File: src/sv/crad_pkg.sv
// ----------------------------------------------------------------------------
// crad_pkg
// Types, pattern table and constants of the rotation angle decoder.
// ----------------------------------------------------------------------------
package crad_pkg;

    localparam int CRAD_TABLE_ENTRIES = 12;
    localparam int CRAD_SCALE         = 1200;  // estimate scale, twentieths
    localparam int CRAD_STEP_ANGLE    = 600;   // 30 degrees in twentieths
    localparam int CRAD_SPREAD_DIV    = 10;
    localparam int CRAD_BATCH_RESET   = 100;

    localparam logic [1:0] CODE_NONE = 2'd0;
    localparam logic [1:0] CODE_QTR  = 2'd1;
    localparam logic [1:0] CODE_HALF = 2'd2;
    localparam logic [1:0] CODE_ZERO = 2'd3;

    typedef struct packed {
        logic [7:0]        simple_code;
        logic [3:0]        steps;
        logic [7:0]        complex_code;
        logic [1:0]        pad_a;
        logic signed [4:0] k_a;
        logic [1:0]        pad_b;
        logic signed [4:0] k_b;
    } crad_entry_t;

    typedef struct packed {
        logic              hit;
        logic              simple;
        logic [3:0]        steps;
        logic [1:0]        pad_a;
        logic signed [4:0] k_a;
        logic [1:0]        pad_b;
        logic signed [4:0] k_b;
    } crad_hit_t;

    typedef struct packed {
        logic       hit;
        logic [3:0] idx;
    } crad_find_t;

    typedef enum logic [3:0] {
        ST_IDLE,
        ST_NORM,
        ST_SUM,
        ST_SEARCH,
        ST_TERM,
        ST_SCALE,
        ST_DIV_START,
        ST_DIV_WAIT,
        ST_BATCH,
        ST_EMIT
    } crad_state_t;

    typedef enum logic [2:0] {
        OP_E1,
        OP_E2,
        OP_ANGLE,
        OP_SPREAD,
        OP_MARGIN
    } crad_op_t;

    localparam crad_entry_t CRAD_TABLE [CRAD_TABLE_ENTRIES] = '{
        '{8'b10_01_01_11, 4'd0,  8'b00_01_00_11, 2'd2, -5'sd1, 2'd0, 5'sd2},
        '{8'b01_01_10_11, 4'd1,  8'b00_00_10_11, 2'd1, 5'sd0,  2'd0, 5'sd2},
        '{8'b11_10_10_11, 4'd2,  8'b11_10_00_00, 2'd3, 5'sd2,  2'd2, 5'sd4},
        '{8'b11_10_01_01, 4'd3,  8'b11_00_01_00, 2'd3, 5'sd2,  2'd1, 5'sd5},
        '{8'b11_01_01_10, 4'd4,  8'b11_00_00_10, 2'd2, 5'sd3,  2'd1, 5'sd5},
        '{8'b11_11_10_10, 4'd5,  8'b00_11_10_00, 2'd0, 5'sd5,  2'd3, 5'sd7},
        '{8'b01_11_10_01, 4'd6,  8'b00_11_00_01, 2'd0, 5'sd5,  2'd2, 5'sd8},
        '{8'b10_11_01_01, 4'd7,  8'b10_11_00_00, 2'd3, 5'sd6,  2'd2, 5'sd8},
        '{8'b10_11_11_10, 4'd8,  8'b00_00_11_10, 2'd1, 5'sd8,  2'd0, 5'sd10},
        '{8'b01_01_11_10, 4'd9,  8'b01_00_11_00, 2'd1, 5'sd8,  2'd3, 5'sd11},
        '{8'b01_10_11_01, 4'd10, 8'b00_10_11_00, 2'd0, 5'sd9,  2'd3, 5'sd11},
        '{8'b10_10_11_11, 4'd11, 8'b10_00_00_11, 2'd2, 5'sd11, 2'd1, 5'sd13}
    };

    // First entry whose simple pattern equals the code.
    function automatic crad_find_t find_simple(input logic [7:0] code);
        crad_find_t f;
        f = '0;
        for (int i = CRAD_TABLE_ENTRIES - 1; i >= 0; i--) begin
            if (CRAD_TABLE[i].simple_code == code) begin
                f.hit = 1'b1;
                f.idx = 4'(i);
            end
        end
        return f;
    endfunction

    // First entry whose two-unknown pattern equals the code.
    function automatic crad_find_t find_complex(input logic [7:0] code);
        crad_find_t f;
        f = '0;
        for (int i = CRAD_TABLE_ENTRIES - 1; i >= 0; i--) begin
            if (CRAD_TABLE[i].complex_code == code) begin
                f.hit = 1'b1;
                f.idx = 4'(i);
            end
        end
        return f;
    endfunction

endpackage

File: src/sv/capacitive_rotation_angle_decoder_core.sv
// ----------------------------------------------------------------------------
// capacitive_rotation_angle_decoder_core: four-pad rotation angle decoder
// Per reading: normalise, sum, then a margin search; a match with unknown pads
// runs the shared divider twice for its two estimates; the end of a batch with
// hits runs it three more times for the averages. Readings are taken one at a time.
// Reset (aresetn low, synchronous): sums clear, batch_length returns to 100.
// ----------------------------------------------------------------------------
module capacitive_rotation_angle_decoder_core import crad_pkg::*; #(
    parameter int LEVEL_WIDTH = 10
) (
    input  logic aclk,
    input  logic aresetn,
    // batch length register
    input  logic       cfg_wen,
    input  logic [7:0] cfg_wdata,
    // reading request: pad0_level, pad1_level, pad2_level, pad3_level
    input  logic                                s_tvalid,
    output logic                                s_tready,
    input  logic [((4*LEVEL_WIDTH+7)/8)*8-1:0]  s_tdata,
    // result request: angle_tenths, hit_total, mean_spread, mean_margin, pad
    output logic        m_tvalid,
    input  logic        m_tready,
    output logic [47:0] m_tdata,
    // batch_valid
    output logic [0:0]  m_tuser
);

    localparam int LW    = LEVEL_WIDTH;
    localparam int TW    = LW + 5;           // signed pad term
    localparam int NW    = LW + 16;          // signed scaled numerator
    localparam int DIV_D = 32;
    localparam int DIV_W = (LW + 2 > 12) ? LW + 2 : 12;

    // sequencer and reading state
    crad_state_t   state_reg, state_next;
    crad_op_t      op_reg, op_next;
    logic [LW-1:0] raw_reg [4];
    logic [LW-1:0] raw_next [4];
    logic [LW-1:0] lv_reg [4];
    logic [LW-1:0] lv_next [4];
    logic [LW+1:0] total_reg, total_next;
    logic [LW-1:0] m_reg, m_next;
    crad_hit_t     ent_reg, ent_next;
    logic signed [TW-1:0] t_reg, t_next;
    logic signed [NW-1:0] num_reg, num_next;
    logic signed [31:0]   e1_reg, e1_next;

    // batch accumulators and register
    logic [31:0] angle_sum_reg, angle_sum_next;
    logic [15:0] spread_sum_reg, spread_sum_next;
    logic [15:0] margin_sum_reg, margin_sum_next;
    logic [7:0]  hit_count_reg, hit_count_next;
    logic [7:0]  batch_index_reg, batch_index_next;
    logic [7:0]  batch_len_reg;

    // result fields and output stage
    logic [15:0] res_angle_reg, res_angle_next;
    logic [7:0]  res_hit_reg, res_hit_next;
    logic [12:0] res_spread_reg, res_spread_next;
    logic [9:0]  res_margin_reg, res_margin_next;
    logic        res_valid_reg, res_valid_next;
    logic        m_tvalid_reg, m_tvalid_next;
    logic [47:0] m_tdata_reg, m_tdata_next;
    logic [0:0]  m_tuser_reg, m_tuser_next;

    // combinational helpers
    logic [LW-1:0]        quarter;
    logic [LW:0]          half;
    logic [LW-1:0]        mn;
    logic [LW+1:0]        sum_w;
    crad_hit_t            hit;
    logic signed [TW-1:0] q_s;
    logic signed [TW-1:0] term_a, term_b;
    logic [NW-1:0]        num_mag;
    logic signed [31:0]   q_signed;
    logic signed [32:0]   e_diff;
    logic [32:0]          e_abs;
    logic [7:0]           idx_inc;
    logic                 div_start;
    logic [DIV_D-1:0]     div_dividend;
    logic [DIV_W-1:0]     div_divisor;
    logic                 div_done;
    logic [DIV_D-1:0]     div_quot;

    assign half    = total_reg[LW+1:1];
    assign quarter = total_reg[LW+1:2];

    // pad coding and table lookup at the current margin
    crad_match #(.LEVEL_WIDTH(LW)) u_match (
        .lv      (lv_reg),
        .quarter (quarter),
        .half    (half),
        .margin  (m_reg),
        .result  (hit)
    );

    // one divider serves the estimates and the batch averages
    crad_div #(.DW(DIV_D), .VW(DIV_W)) u_div (
        .aclk     (aclk),
        .aresetn  (aresetn),
        .start    (div_start),
        .dividend (div_dividend),
        .divisor  (div_divisor),
        .done     (div_done),
        .quotient (div_quot)
    );

    always_comb begin
        state_next       = state_reg;
        op_next          = op_reg;
        raw_next         = raw_reg;
        lv_next          = lv_reg;
        total_next       = total_reg;
        m_next           = m_reg;
        ent_next         = ent_reg;
        t_next           = t_reg;
        num_next         = num_reg;
        e1_next          = e1_reg;
        angle_sum_next   = angle_sum_reg;
        spread_sum_next  = spread_sum_reg;
        margin_sum_next  = margin_sum_reg;
        hit_count_next   = hit_count_reg;
        batch_index_next = batch_index_reg;
        res_angle_next   = res_angle_reg;
        res_hit_next     = res_hit_reg;
        res_spread_next  = res_spread_reg;
        res_margin_next  = res_margin_reg;
        res_valid_next   = res_valid_reg;
        // drop the held result once the sink takes it
        m_tvalid_next    = m_tvalid_reg && !m_tready;
        m_tdata_next     = m_tdata_reg;
        m_tuser_next     = m_tuser_reg;
        div_start        = 1'b0;
        div_dividend     = '0;
        div_divisor      = '0;

        // minimum of the raw pads
        mn = raw_reg[0];
        for (int p = 1; p < 4; p++) begin
            if (raw_reg[p] < mn) begin
                mn = raw_reg[p];
            end
        end
        sum_w = '0;
        for (int p = 0; p < 4; p++) begin
            sum_w = sum_w + (LW + 2)'(lv_reg[p]);
        end

        // pad terms of the two estimates
        q_s    = $signed({5'b0, quarter});
        term_a = $signed({5'b0, lv_reg[ent_reg.pad_a]}) + TW'(ent_reg.k_a) * q_s;
        term_b = TW'(ent_reg.k_b) * q_s - $signed({5'b0, lv_reg[ent_reg.pad_b]});

        // divide magnitudes, then restore the sign (truncates toward zero)
        num_mag  = num_reg[NW-1] ? NW'(-num_reg) : NW'(num_reg);
        q_signed = num_reg[NW-1] ? -$signed(div_quot) : $signed(div_quot);
        e_diff   = 33'(e1_reg) - 33'(q_signed);
        e_abs    = e_diff[32] ? 33'(-e_diff) : 33'(e_diff);
        idx_inc  = batch_index_reg + 8'd1;

        case (state_reg)
            ST_IDLE: begin
                // latch the reading request
                if (s_tvalid) begin
                    for (int p = 0; p < 4; p++) begin
                        raw_next[p] = s_tdata[p*LW +: LW];
                    end
                    state_next = ST_NORM;
                end
            end
            ST_NORM: begin
                for (int p = 0; p < 4; p++) begin
                    lv_next[p] = raw_reg[p] - mn;
                end
                state_next = ST_SUM;
            end
            ST_SUM: begin
                total_next = sum_w;
                m_next     = '0;
                state_next = ST_SEARCH;
            end
            ST_SEARCH: begin
                // widen the margin one step a cycle until a match or the limit
                if (m_reg >= quarter) begin
                    state_next = ST_BATCH;
                end else if (hit.hit) begin
                    margin_sum_next = margin_sum_reg + 16'(m_reg);
                    hit_count_next  = hit_count_reg + 8'd1;
                    if (hit.simple) begin
                        angle_sum_next = angle_sum_reg
                                       + 32'(hit.steps) * 32'(CRAD_STEP_ANGLE);
                        state_next     = ST_BATCH;
                    end else begin
                        ent_next   = hit;
                        op_next    = OP_E1;
                        state_next = ST_TERM;
                    end
                end else begin
                    m_next = m_reg + LW'(1);
                end
            end
            ST_TERM: begin
                t_next     = (op_reg == OP_E1) ? term_a : term_b;
                state_next = ST_SCALE;
            end
            ST_SCALE: begin
                num_next   = NW'(t_reg) * NW'(CRAD_SCALE);
                state_next = ST_DIV_START;
            end
            ST_DIV_START: begin
                div_start = 1'b1;
                case (op_reg)
                    OP_E1, OP_E2: begin
                        div_dividend = DIV_D'(num_mag);
                        div_divisor  = DIV_W'(total_reg);
                    end
                    OP_ANGLE: begin
                        // (sum / hits) / 2 equals sum / (2 * hits)
                        div_dividend = angle_sum_reg;
                        div_divisor  = DIV_W'({hit_count_reg, 1'b0});
                    end
                    OP_SPREAD: begin
                        div_dividend = DIV_D'(spread_sum_reg);
                        div_divisor  = DIV_W'(hit_count_reg) * DIV_W'(CRAD_SPREAD_DIV);
                    end
                    OP_MARGIN: begin
                        div_dividend = DIV_D'(margin_sum_reg);
                        div_divisor  = DIV_W'(hit_count_reg);
                    end
                    default: begin
                        div_start = 1'b0;
                    end
                endcase
                state_next = ST_DIV_WAIT;
            end
            ST_DIV_WAIT: begin
                if (div_done) begin
                    case (op_reg)
                        OP_E1: begin
                            e1_next    = q_signed;
                            op_next    = OP_E2;
                            state_next = ST_TERM;
                        end
                        OP_E2: begin
                            angle_sum_next  = angle_sum_reg + 32'(e1_reg + q_signed);
                            spread_sum_next = spread_sum_reg + e_abs[15:0];
                            state_next      = ST_BATCH;
                        end
                        OP_ANGLE: begin
                            res_angle_next = div_quot[15:0];
                            op_next        = OP_SPREAD;
                            state_next     = ST_DIV_START;
                        end
                        OP_SPREAD: begin
                            res_spread_next = div_quot[12:0];
                            op_next         = OP_MARGIN;
                            state_next      = ST_DIV_START;
                        end
                        OP_MARGIN: begin
                            res_margin_next = div_quot[9:0];
                            state_next      = ST_EMIT;
                        end
                        default: begin
                            state_next = ST_IDLE;
                        end
                    endcase
                end
            end
            ST_BATCH: begin
                // close the batch once the count reaches the length
                if (idx_inc < batch_len_reg) begin
                    batch_index_next = idx_inc;
                    state_next       = ST_IDLE;
                end else if (hit_count_reg == 8'd0) begin
                    res_angle_next  = '0;
                    res_hit_next    = '0;
                    res_spread_next = '0;
                    res_margin_next = '0;
                    res_valid_next  = 1'b0;
                    state_next      = ST_EMIT;
                end else begin
                    res_hit_next   = hit_count_reg;
                    res_valid_next = 1'b1;
                    op_next        = OP_ANGLE;
                    state_next     = ST_DIV_START;
                end
            end
            ST_EMIT: begin
                // hold until the output stage is free, then restart the sums
                if (!m_tvalid_reg || m_tready) begin
                    m_tvalid_next    = 1'b1;
                    m_tdata_next     = {1'b0, res_margin_reg, res_spread_reg,
                                        res_hit_reg, res_angle_reg};
                    m_tuser_next     = res_valid_reg;
                    angle_sum_next   = '0;
                    spread_sum_next  = '0;
                    margin_sum_next  = '0;
                    hit_count_next   = '0;
                    batch_index_next = '0;
                    state_next       = ST_IDLE;
                end
            end
            default: begin
                state_next = ST_IDLE;
            end
        endcase
    end

    always_ff @(posedge aclk) begin
        if (!aresetn) begin
            state_reg       <= ST_IDLE;
            angle_sum_reg   <= '0;
            spread_sum_reg  <= '0;
            margin_sum_reg  <= '0;
            hit_count_reg   <= '0;
            batch_index_reg <= '0;
            batch_len_reg   <= 8'(CRAD_BATCH_RESET);
            m_tvalid_reg    <= 1'b0;
        end else begin
            state_reg       <= state_next;
            angle_sum_reg   <= angle_sum_next;
            spread_sum_reg  <= spread_sum_next;
            margin_sum_reg  <= margin_sum_next;
            hit_count_reg   <= hit_count_next;
            batch_index_reg <= batch_index_next;
            m_tvalid_reg    <= m_tvalid_next;
            if (cfg_wen) begin
                batch_len_reg <= cfg_wdata;
            end
        end
        op_reg         <= op_next;
        raw_reg        <= raw_next;
        lv_reg         <= lv_next;
        total_reg      <= total_next;
        m_reg          <= m_next;
        ent_reg        <= ent_next;
        t_reg          <= t_next;
        num_reg        <= num_next;
        e1_reg         <= e1_next;
        res_angle_reg  <= res_angle_next;
        res_hit_reg    <= res_hit_next;
        res_spread_reg <= res_spread_next;
        res_margin_reg <= res_margin_next;
        res_valid_reg  <= res_valid_next;
        m_tdata_reg    <= m_tdata_next;
        m_tuser_reg    <= m_tuser_next;
    end

    assign s_tready = (state_reg == ST_IDLE);
    assign m_tvalid = m_tvalid_reg;
    assign m_tdata  = m_tdata_reg;
    assign m_tuser  = m_tuser_reg;

endmodule

File: src/sv/crad_div.sv
// ----------------------------------------------------------------------------
// crad_div
// Restoring divider, one quotient bit per cycle, shared by all divisions.
// ----------------------------------------------------------------------------
module crad_div #(
    parameter int DW = 32,
    parameter int VW = 12
) (
    input  logic          aclk,
    input  logic          aresetn,
    input  logic          start,
    input  logic [DW-1:0] dividend,
    input  logic [VW-1:0] divisor,
    output logic          done,
    output logic [DW-1:0] quotient
);

    localparam int CW = $clog2(DW + 1);

    logic [DW-1:0] quo_reg, quo_next;
    logic [VW-1:0] rem_reg, rem_next;
    logic [VW-1:0] dvs_reg, dvs_next;
    logic [CW-1:0] cnt_reg, cnt_next;
    logic          busy_reg, busy_next;
    logic          done_reg, done_next;
    logic [VW:0]   shifted;
    logic [VW+1:0] trial;

    always_comb begin
        quo_next  = quo_reg;
        rem_next  = rem_reg;
        dvs_next  = dvs_reg;
        cnt_next  = cnt_reg;
        busy_next = busy_reg;
        done_next = 1'b0;
        shifted   = {rem_reg, quo_reg[DW-1]};
        trial     = {1'b0, shifted} - {2'b0, dvs_reg};
        if (start) begin
            quo_next  = dividend;
            rem_next  = '0;
            dvs_next  = divisor;
            cnt_next  = CW'(DW);
            busy_next = 1'b1;
        end else if (busy_reg) begin
            // keep the shifted remainder unless the subtraction fits
            if (!trial[VW+1]) begin
                rem_next = trial[VW-1:0];
            end else begin
                rem_next = shifted[VW-1:0];
            end
            quo_next = {quo_reg[DW-2:0], ~trial[VW+1]};
            cnt_next = cnt_reg - CW'(1);
            if (cnt_reg == CW'(1)) begin
                busy_next = 1'b0;
                done_next = 1'b1;
            end
        end
    end

    always_ff @(posedge aclk) begin
        if (!aresetn) begin
            cnt_reg  <= '0;
            busy_reg <= 1'b0;
            done_reg <= 1'b0;
        end else begin
            cnt_reg  <= cnt_next;
            busy_reg <= busy_next;
            done_reg <= done_next;
        end
        quo_reg <= quo_next;
        rem_reg <= rem_next;
        dvs_reg <= dvs_next;
    end

    assign done     = done_reg;
    assign quotient = quo_reg;

endmodule

File: src/sv/crad_match.sv
// ----------------------------------------------------------------------------
// crad_match
// Codes the four pads at one margin and looks the code up in the table.
// ----------------------------------------------------------------------------
module crad_match import crad_pkg::*; #(
    parameter int LEVEL_WIDTH = 10
) (
    input  logic [LEVEL_WIDTH-1:0] lv [4],
    input  logic [LEVEL_WIDTH-1:0] quarter,
    input  logic [LEVEL_WIDTH:0]   half,
    input  logic [LEVEL_WIDTH-1:0] margin,
    output crad_hit_t              result
);

    localparam int LW = LEVEL_WIDTH;

    logic [7:0]    code;
    logic [2:0]    nones;
    logic [LW-1:0] dq;
    logic [LW:0]   dh;
    logic [LW:0]   lv_w;
    logic [1:0]    pc;
    crad_find_t    fs, fc, fsel;
    logic [7:0]    cand;

    always_comb begin
        code  = '0;
        nones = '0;
        dq    = '0;
        dh    = '0;
        lv_w  = '0;
        pc    = CODE_NONE;
        for (int p = 0; p < 4; p++) begin
            lv_w = {1'b0, lv[p]};
            dq   = (lv[p] >= quarter) ? lv[p] - quarter : quarter - lv[p];
            dh   = (lv_w >= half) ? lv_w - half : half - lv_w;
            if (lv[p] < margin) begin
                pc = CODE_ZERO;
            end else if (dq < margin) begin
                pc = CODE_QTR;
            end else if (dh < {1'b0, margin}) begin
                pc = CODE_HALF;
            end else begin
                pc = CODE_NONE;
            end
            if (pc == CODE_NONE) begin
                nones = nones + 3'd1;
            end
            code[7-2*p -: 2] = pc;
        end

        fs = find_simple(code);
        fc = find_complex(code);

        // one unknown: clear pad 0, then 1, 2, 3; the last hit wins
        fsel = '0;
        cand = '0;
        for (int p = 3; p >= 0; p--) begin
            cand = code & ~(8'd3 << (2 * p));
            if (find_complex(cand).hit) begin
                fsel = find_complex(cand);
            end
        end

        result = '0;
        case (nones)
            3'd0: begin
                result.hit    = fs.hit;
                result.simple = 1'b1;
                fsel          = fs;
            end
            3'd1: begin
                result.hit = fsel.hit;
            end
            3'd2: begin
                result.hit = fc.hit;
                fsel       = fc;
            end
            default: begin
                result.hit = 1'b0;
            end
        endcase
        result.steps = CRAD_TABLE[fsel.idx].steps;
        result.pad_a = CRAD_TABLE[fsel.idx].pad_a;
        result.k_a   = CRAD_TABLE[fsel.idx].k_a;
        result.pad_b = CRAD_TABLE[fsel.idx].pad_b;
        result.k_b   = CRAD_TABLE[fsel.idx].k_b;
    end

endmodule

File: config.mk
export PLATFORM = sky130hd
export DESIGN_NAME = capacitive_rotation_angle_decoder_core
export DESIGN_NICKNAME = d
export VERILOG_FILES = /design/src/sv/crad_pkg.sv /design/src/sv/capacitive_rotation_angle_decoder_core.sv /design/src/sv/crad_div.sv /design/src/sv/crad_match.sv
export SDC_FILE = /design/constraint.sdc
export NUM_CORES = 2
export LEC_CHECK = 0
export ABC_AREA = 1
export BUFFER_PORTS_ARGS = -buffer_cell sky130_fd_sc_hd__buf_2
export CAP_MARGIN = 30
export CORE_ASPECT_RATIO = 0.75
export CORE_MARGIN = 4
export CORE_UTILIZATION = 50
export CTS_CLUSTER_DIAMETER = 50
export DETAILED_ROUTE_END_ITERATION = 16
export PLACE_DENSITY = 0.73
export SYNTH_ARGS = -nofsm -noshare
export SYNTH_HDL_FRONTEND = slang
export SYNTH_SLANG_ARGS = --single-unit
File: constraint.sdc
create_clock -name aclk -period 10.3 [get_ports aclk]
set_input_delay 0 -clock aclk [delete_from_list [all_inputs] [get_ports aclk]]
set_output_delay 0 -clock aclk [all_outputs]
set_load 0.05 [all_outputs]
# ---- Word-level counts from Yosys, hierarchy flattened
# Memory sizes are Yosys's and may differ from the RTL's.
# Cells that the tools add are included.
# Widths: inputs -> output; s select.
dict set report classes {
  bitwise 9
  n_shift 0
  n_div 0
  order_cmp 28
  n_eq_ne 82
  mux 167
  n_addsub 42
  n_mul 5
  n_reduce_logical 40
}
# cell count
set op_table {}
lappend op_table {{$mux 32} 10}
lappend op_table {{$mux 5} 52}
lappend op_table {{$mux 10} 17}
lappend op_table {{$mux 16} 10}
lappend op_table {{$pmux 32 s4} 1}
lappend op_table {{$sub 10x10->10} 12}
lappend op_table {{$lt 10x10->1} 11}
lappend op_table {{$eq 8x8->1 const A} 13}
lappend op_table {{$pmux 16 s2} 3}
lappend op_table {{$pmux 32 s3} 1}
lappend op_table {{$eq 6x6->1 const A} 13}
lappend op_table {{$mux 26} 3}
lappend op_table {{$add 32x32->32} 2}
lappend op_table {{$mux 13} 4}
lappend op_table {{$ge 10x10->1} 5}
lappend op_table {{$pmux 12 s4} 1}
lappend op_table {{$ge 10x11->1} 4}
lappend op_table {{$lt 11x10->1} 4}
lappend op_table {{$mux 11} 4}
lappend op_table {{$sub 10x11->11} 4}
lappend op_table {{$sub 11x10->11} 4}
lappend op_table {{$eq 4x6->1 const A} 7}
lappend op_table {{$bmux 10 s2} 2}
lappend op_table {{$eq 7x8->1 const A} 5}
lappend op_table {{79 further kinds} 181}
dict set report totals {
  in_bits 53
  out_inout_bits 51
  latch_bits 0
  rom_bits 544
  word_cells 414
  ramBits 0
  reg_bits 441
  n_memories 1
}
# memory depth word_bits read_ports rd_ports_with_merged_regs wr line_no
set mem_list {}
lappend mem_list {{(name not given)} 16 34 1 0 0 crad_match.sv:83} ;# result.steps = CRAD_TABLE[fsel.idx].steps;

# ---- Depth between registers and ports, before layout
dict set report depth {
  depth_word 30
  mapped_depth 69
  mapped_depth_nobuf 69
}

# ---- Cells and area by module
# A second synthesis with hierarchy kept.
dict set report hier_totals {
  hier_cells 5958
  area_unflattened_um2 45612.5
}
# module cells_each area_each_um2 seq_area_each_um2 instances
set by_module_without_submodules {}
lappend by_module_without_submodules {capacitive_rotation_angle_decoder_core 3771 31282.5 10390.0 1}
lappend by_module_without_submodules {crad_match 1748 10846.7 0.0 1}
lappend by_module_without_submodules {crad_div 439 3483.3 1721.7 1}

# ---- Worst setup path after synthesis
# No wires, ideal clock.
dict set report synth_path {
  path_kind {reg2reg}
  startpoint {register total_reg[3]}
  endpoint {register angle_sum_reg[27]}
  synth_period_minus_slack_ps 9154
  t_arrival_ps 9042
  path_slack_ps 1146
  stages_incl_launch_ff 57
  n_path_buf 2
  required_time_ps 10187
  setup_ps 113
  cell_sequence {edfxtp_1 > clkbuf_1 > inv_1 > fa_1 > inv_1 > o21ai_0 > nand2_1 > nand2_1 > nand2_1 > o311ai_0 > a21oi_1 > o21bai_1 > clkbuf_1 > nand2_1 > o21ai_0 > xor2_1 > inv_1 > ha_1 > [... 21 more ...] > fa_1 > ha_1 > a31o_2 > xnor2_1 > inv_1 > ha_1 > inv_1 > o31ai_1 > a21boi_0 > o21ai_0 > nand3_1 > nand2_1 > nand2_1 > nor2_1 > nand3_1 > a31o_2 > nor2_1 > nor2_1}
}
dict set report synth_via {
  elab_chain_cells 30
  elab_cells_between_ends 184
  classes_between {20 x add/sub; 1 x mul; 17 x order compare; 53 x eq/ne; 85 x mux; 1 x bitwise; 6 x reduce/logical; 1 x memory}
}
# element line_no
set synth_rtl {}
lappend synth_rtl {{start: declaration} capacitive_rotation_angle_decoder_core.sv:41} ;# logic [LW+1:0] total_reg, total_next;
lappend synth_rtl {{start signal: assignment} capacitive_rotation_angle_decoder_core.sv:334} ;# total_reg <= total_next;
lappend synth_rtl {{parallel branches: the longest is 30 deep, another holds $sub 11x10->11} -}
lappend synth_rtl {{end signal: assignment} capacitive_rotation_angle_decoder_core.sv:321} ;# angle_sum_reg <= angle_sum_next;
lappend synth_rtl {{end: declaration} capacitive_rotation_angle_decoder_core.sv:49} ;# logic [31:0] angle_sum_reg, angle_sum_next;
# Parallel ways; which one is timed is not known. The select of a mux whose other input is x is not followed.
# A chain may end at the register's enable or synchronous reset.

# ---- Worst setup path in the final report
dict set report layout_path {
  startpoint {register total_reg[5]}
  endpoint {register angle_sum_reg[25]}
}
# The elaborated chain is that of the path after synthesis.

==> out/metrics.cfg <==
[setup_path]
rrSetupSlack_ns=0.62
crit_path_end_kind=flop
crit_fanout=9
cp-startpoint=total_reg[5]
arrival_ns=10.19
crit_path_end=angle_sum_reg[25]
critPathSlowestCell=edfxtp_1
start_kind=flop
reg2reg_to=angle_sum_reg[25]
cpMostUsedCell=nand2_1
critPathMaxStageDelay_ns=0.54
reg2reg_from=total_reg[5]
cp.required_ns=10.81
crit_type=reg2reg
worst-r2r-cell-count=53

[sta]
relSlewSlack_pct=27.21
worst_pin_slew_ns=1.091
finalClockSkew_ns=0.08756
fmax_mhz=103.3
setup_viol=0
min_period_ns=9.676
layout_worst_path_cycle_share_pct=93.94
slew_violations=0
rsz0062_at_grt=yes
hold_violations=0

[logic_synthesis]
synth_cell_types=71
syn_inst=5735
syn-cell-area_sq_um=44510
async_reset_ff_share_pct=0
ys.flop_type=edfxtp_1
syn_area_per_cell_sq_um=7.760
synth_edf_count=325
ys_ff_latch=438
synth_warnings=0
ys_seq_area_share_pct=27.01

[layout]
nFillCells=8021
drive_above_1_share_pct=7.589
final_cell_mix=nand2_1, inv_1, ha_1
final_common_cell=nand2_1
multiInputGateArea_sq_um=28390
nNetsFinal=6814
final-seq-area_sq_um=12020
syn2layout_area_growth_pct=12.01
largest_reg_flops=47
final_util_pct=56.67

[routing]
drt_iter0_markers=5274
drc_errors=0
dr.pass1.iters=9
drtAntennaViolNets=0
drt-vias-per-instance=5.716
wire_per_inst_um=19.84
drt_wl_total_um=142400
num_vias=41011

[clock_network]
tritoncts=yes
worstSkewPairLatency_ns=0.70
clk_pin_slew_ns=0.07
h-tree-depth=2
clock_sinks=438
clock-root-buffer=clkbuf_16
clock_path_buffers=3
numCtsBuffers=61

[global_route]
grt_pass1_vias=38119
grt.total_usage_pct=29.63
antenna_found_initial=3
grt_overflow=0
grt_pass1_wl_um=219400
grt_max_degree=59

[floorplan]
io_pins=104
die_w_um=352.5
core_area_sq_um=87970
die_h_um=266.4
initial_utilization_pct=50.59
dieArea_sq_um=93900
num_rows=94

[run]
drv_cap=0

[hold_path]
hold_path.class=in2reg

[placed_design]
io_buffers=102
detailed_place_hpwl_um=111400
finalWeightedCongestion=1.017

[run_status]
status=complete, no violations

cells in the mapped netlist (16+ instances only):
master    count  area, sq um
a221oi_1     18        157.7
nand2_2      16        100.1
inv_1       969         3637
or2_2        24        150.1
fa_1        168         3363
nor3_1       70        350.3
a211oi_1     17        127.6
o211ai_1     27        202.7
o21bai_1     33        247.7
ha_1        624         7807
o21a_1       19        142.6
nand4_1      55        344.1
o21ai_0     326         1632
xnor2_1      84        735.7
a22oi_1      17        127.6
o31ai_1      19        142.6
a31oi_1      30        187.7
o22ai_1      20        125.1
nor2_1      482         1809
a21oi_1     529         2648
xor2_1      163         1428
clkbuf_1    100        375.4
nand2_1    1110         4167
dfxtp_1     113         2262
nand3_1     172        860.8
edfxtp_1    325         9759
per-stage QoR:
step	area [sq um]	TNS (ns)	cells	hold WS, ns	setup slack, ns
finish	49850	0	7175	0.04082	0.6237
floorplan	44510	0	5737	0.09887	1.146
global route	49850	-0.1993	7175	0.03205	-0.09099
global placement	46710	0	6964	0.1770	0.4255
detailed placement	46810	0	6971	0.1783	0.1907
CTS	49610	0	7154	0.01640	0.09334
worst max-delay path: cells and delay by family (launching register included):
kind / cells / cell delay, ns
AO/OA/AOI/OAI: 15 / 2.89
AND/OR/NAND/NOR: 20 / 2.74
adder cells (fa/ha/maj): 6 / 1.75
buffers and inverters: 10 / 1.29
flip-flops: 1 / 0.54
XOR/XNOR: 2 / 0.31
logic make-up (layout without fill, tap and decap cells):
group	count (synthesis)	after routing	synth area share, %
DFF	438	438	27.01
adders and majority gates	792	792	25.10
other	1	4	0.008426
buffers and inverters	1112	1397	9.522
AOI/OAI and AO/OA	1135	1135	14.37
and+or+nand+nor	1993	1993	18.74
muxes	17	17	0.3879
xor gates and xnor gates	247	247	4.861
worst min path at each step:
stage,start,end,slack [ns],cells past startpoint
finish,s_tdata[18],raw_reg[28],0.04,2
global route,s_tdata[28],raw_reg[18],0.03,2
global placement,s_tdata[37],raw_reg[7],0.18,1
floorplan,s_tdata[30],raw_reg[0],0.1,0
CTS,s_tdata[6],raw_reg[36],0.02,2
detailed placement,s_tdata[11],raw_reg[21],0.18,1
layout make-up:
type / instances / share of cell area, %
clock inverter: 50 / 1.152
inverter: 988 / 7.459
multi-input combinational: 4187 / 56.94
timing repair buffer: 293 / 4.314
clock buffer: 66 / 3.120
sequential: 438 / 24.11
antenna: 1 / 0.005020
tap: 1152 / 2.891
metal layers:
layer	global-route usage [%]	vias up	share of wire, %
met4	6.888	2	2.6
met5	0	-	0.011
met3	7.625	290	13
met2	42.22	2129	40
li1	-	19443	-
met1	44.78	19147	45
repair_timing:
item / in CTS / in global routing
endpoints found under the setup margin: 0 / 16
buffers inserted: 0 / 20
hold endpoints to repair: 65 / 0
hold buffers: 67 / 0
gates resized for setup: 0 / 29
Power is left out: the tool's default activity adds up to more than one toggle a clock period on the data nets, which glitch-free logic cannot reach.
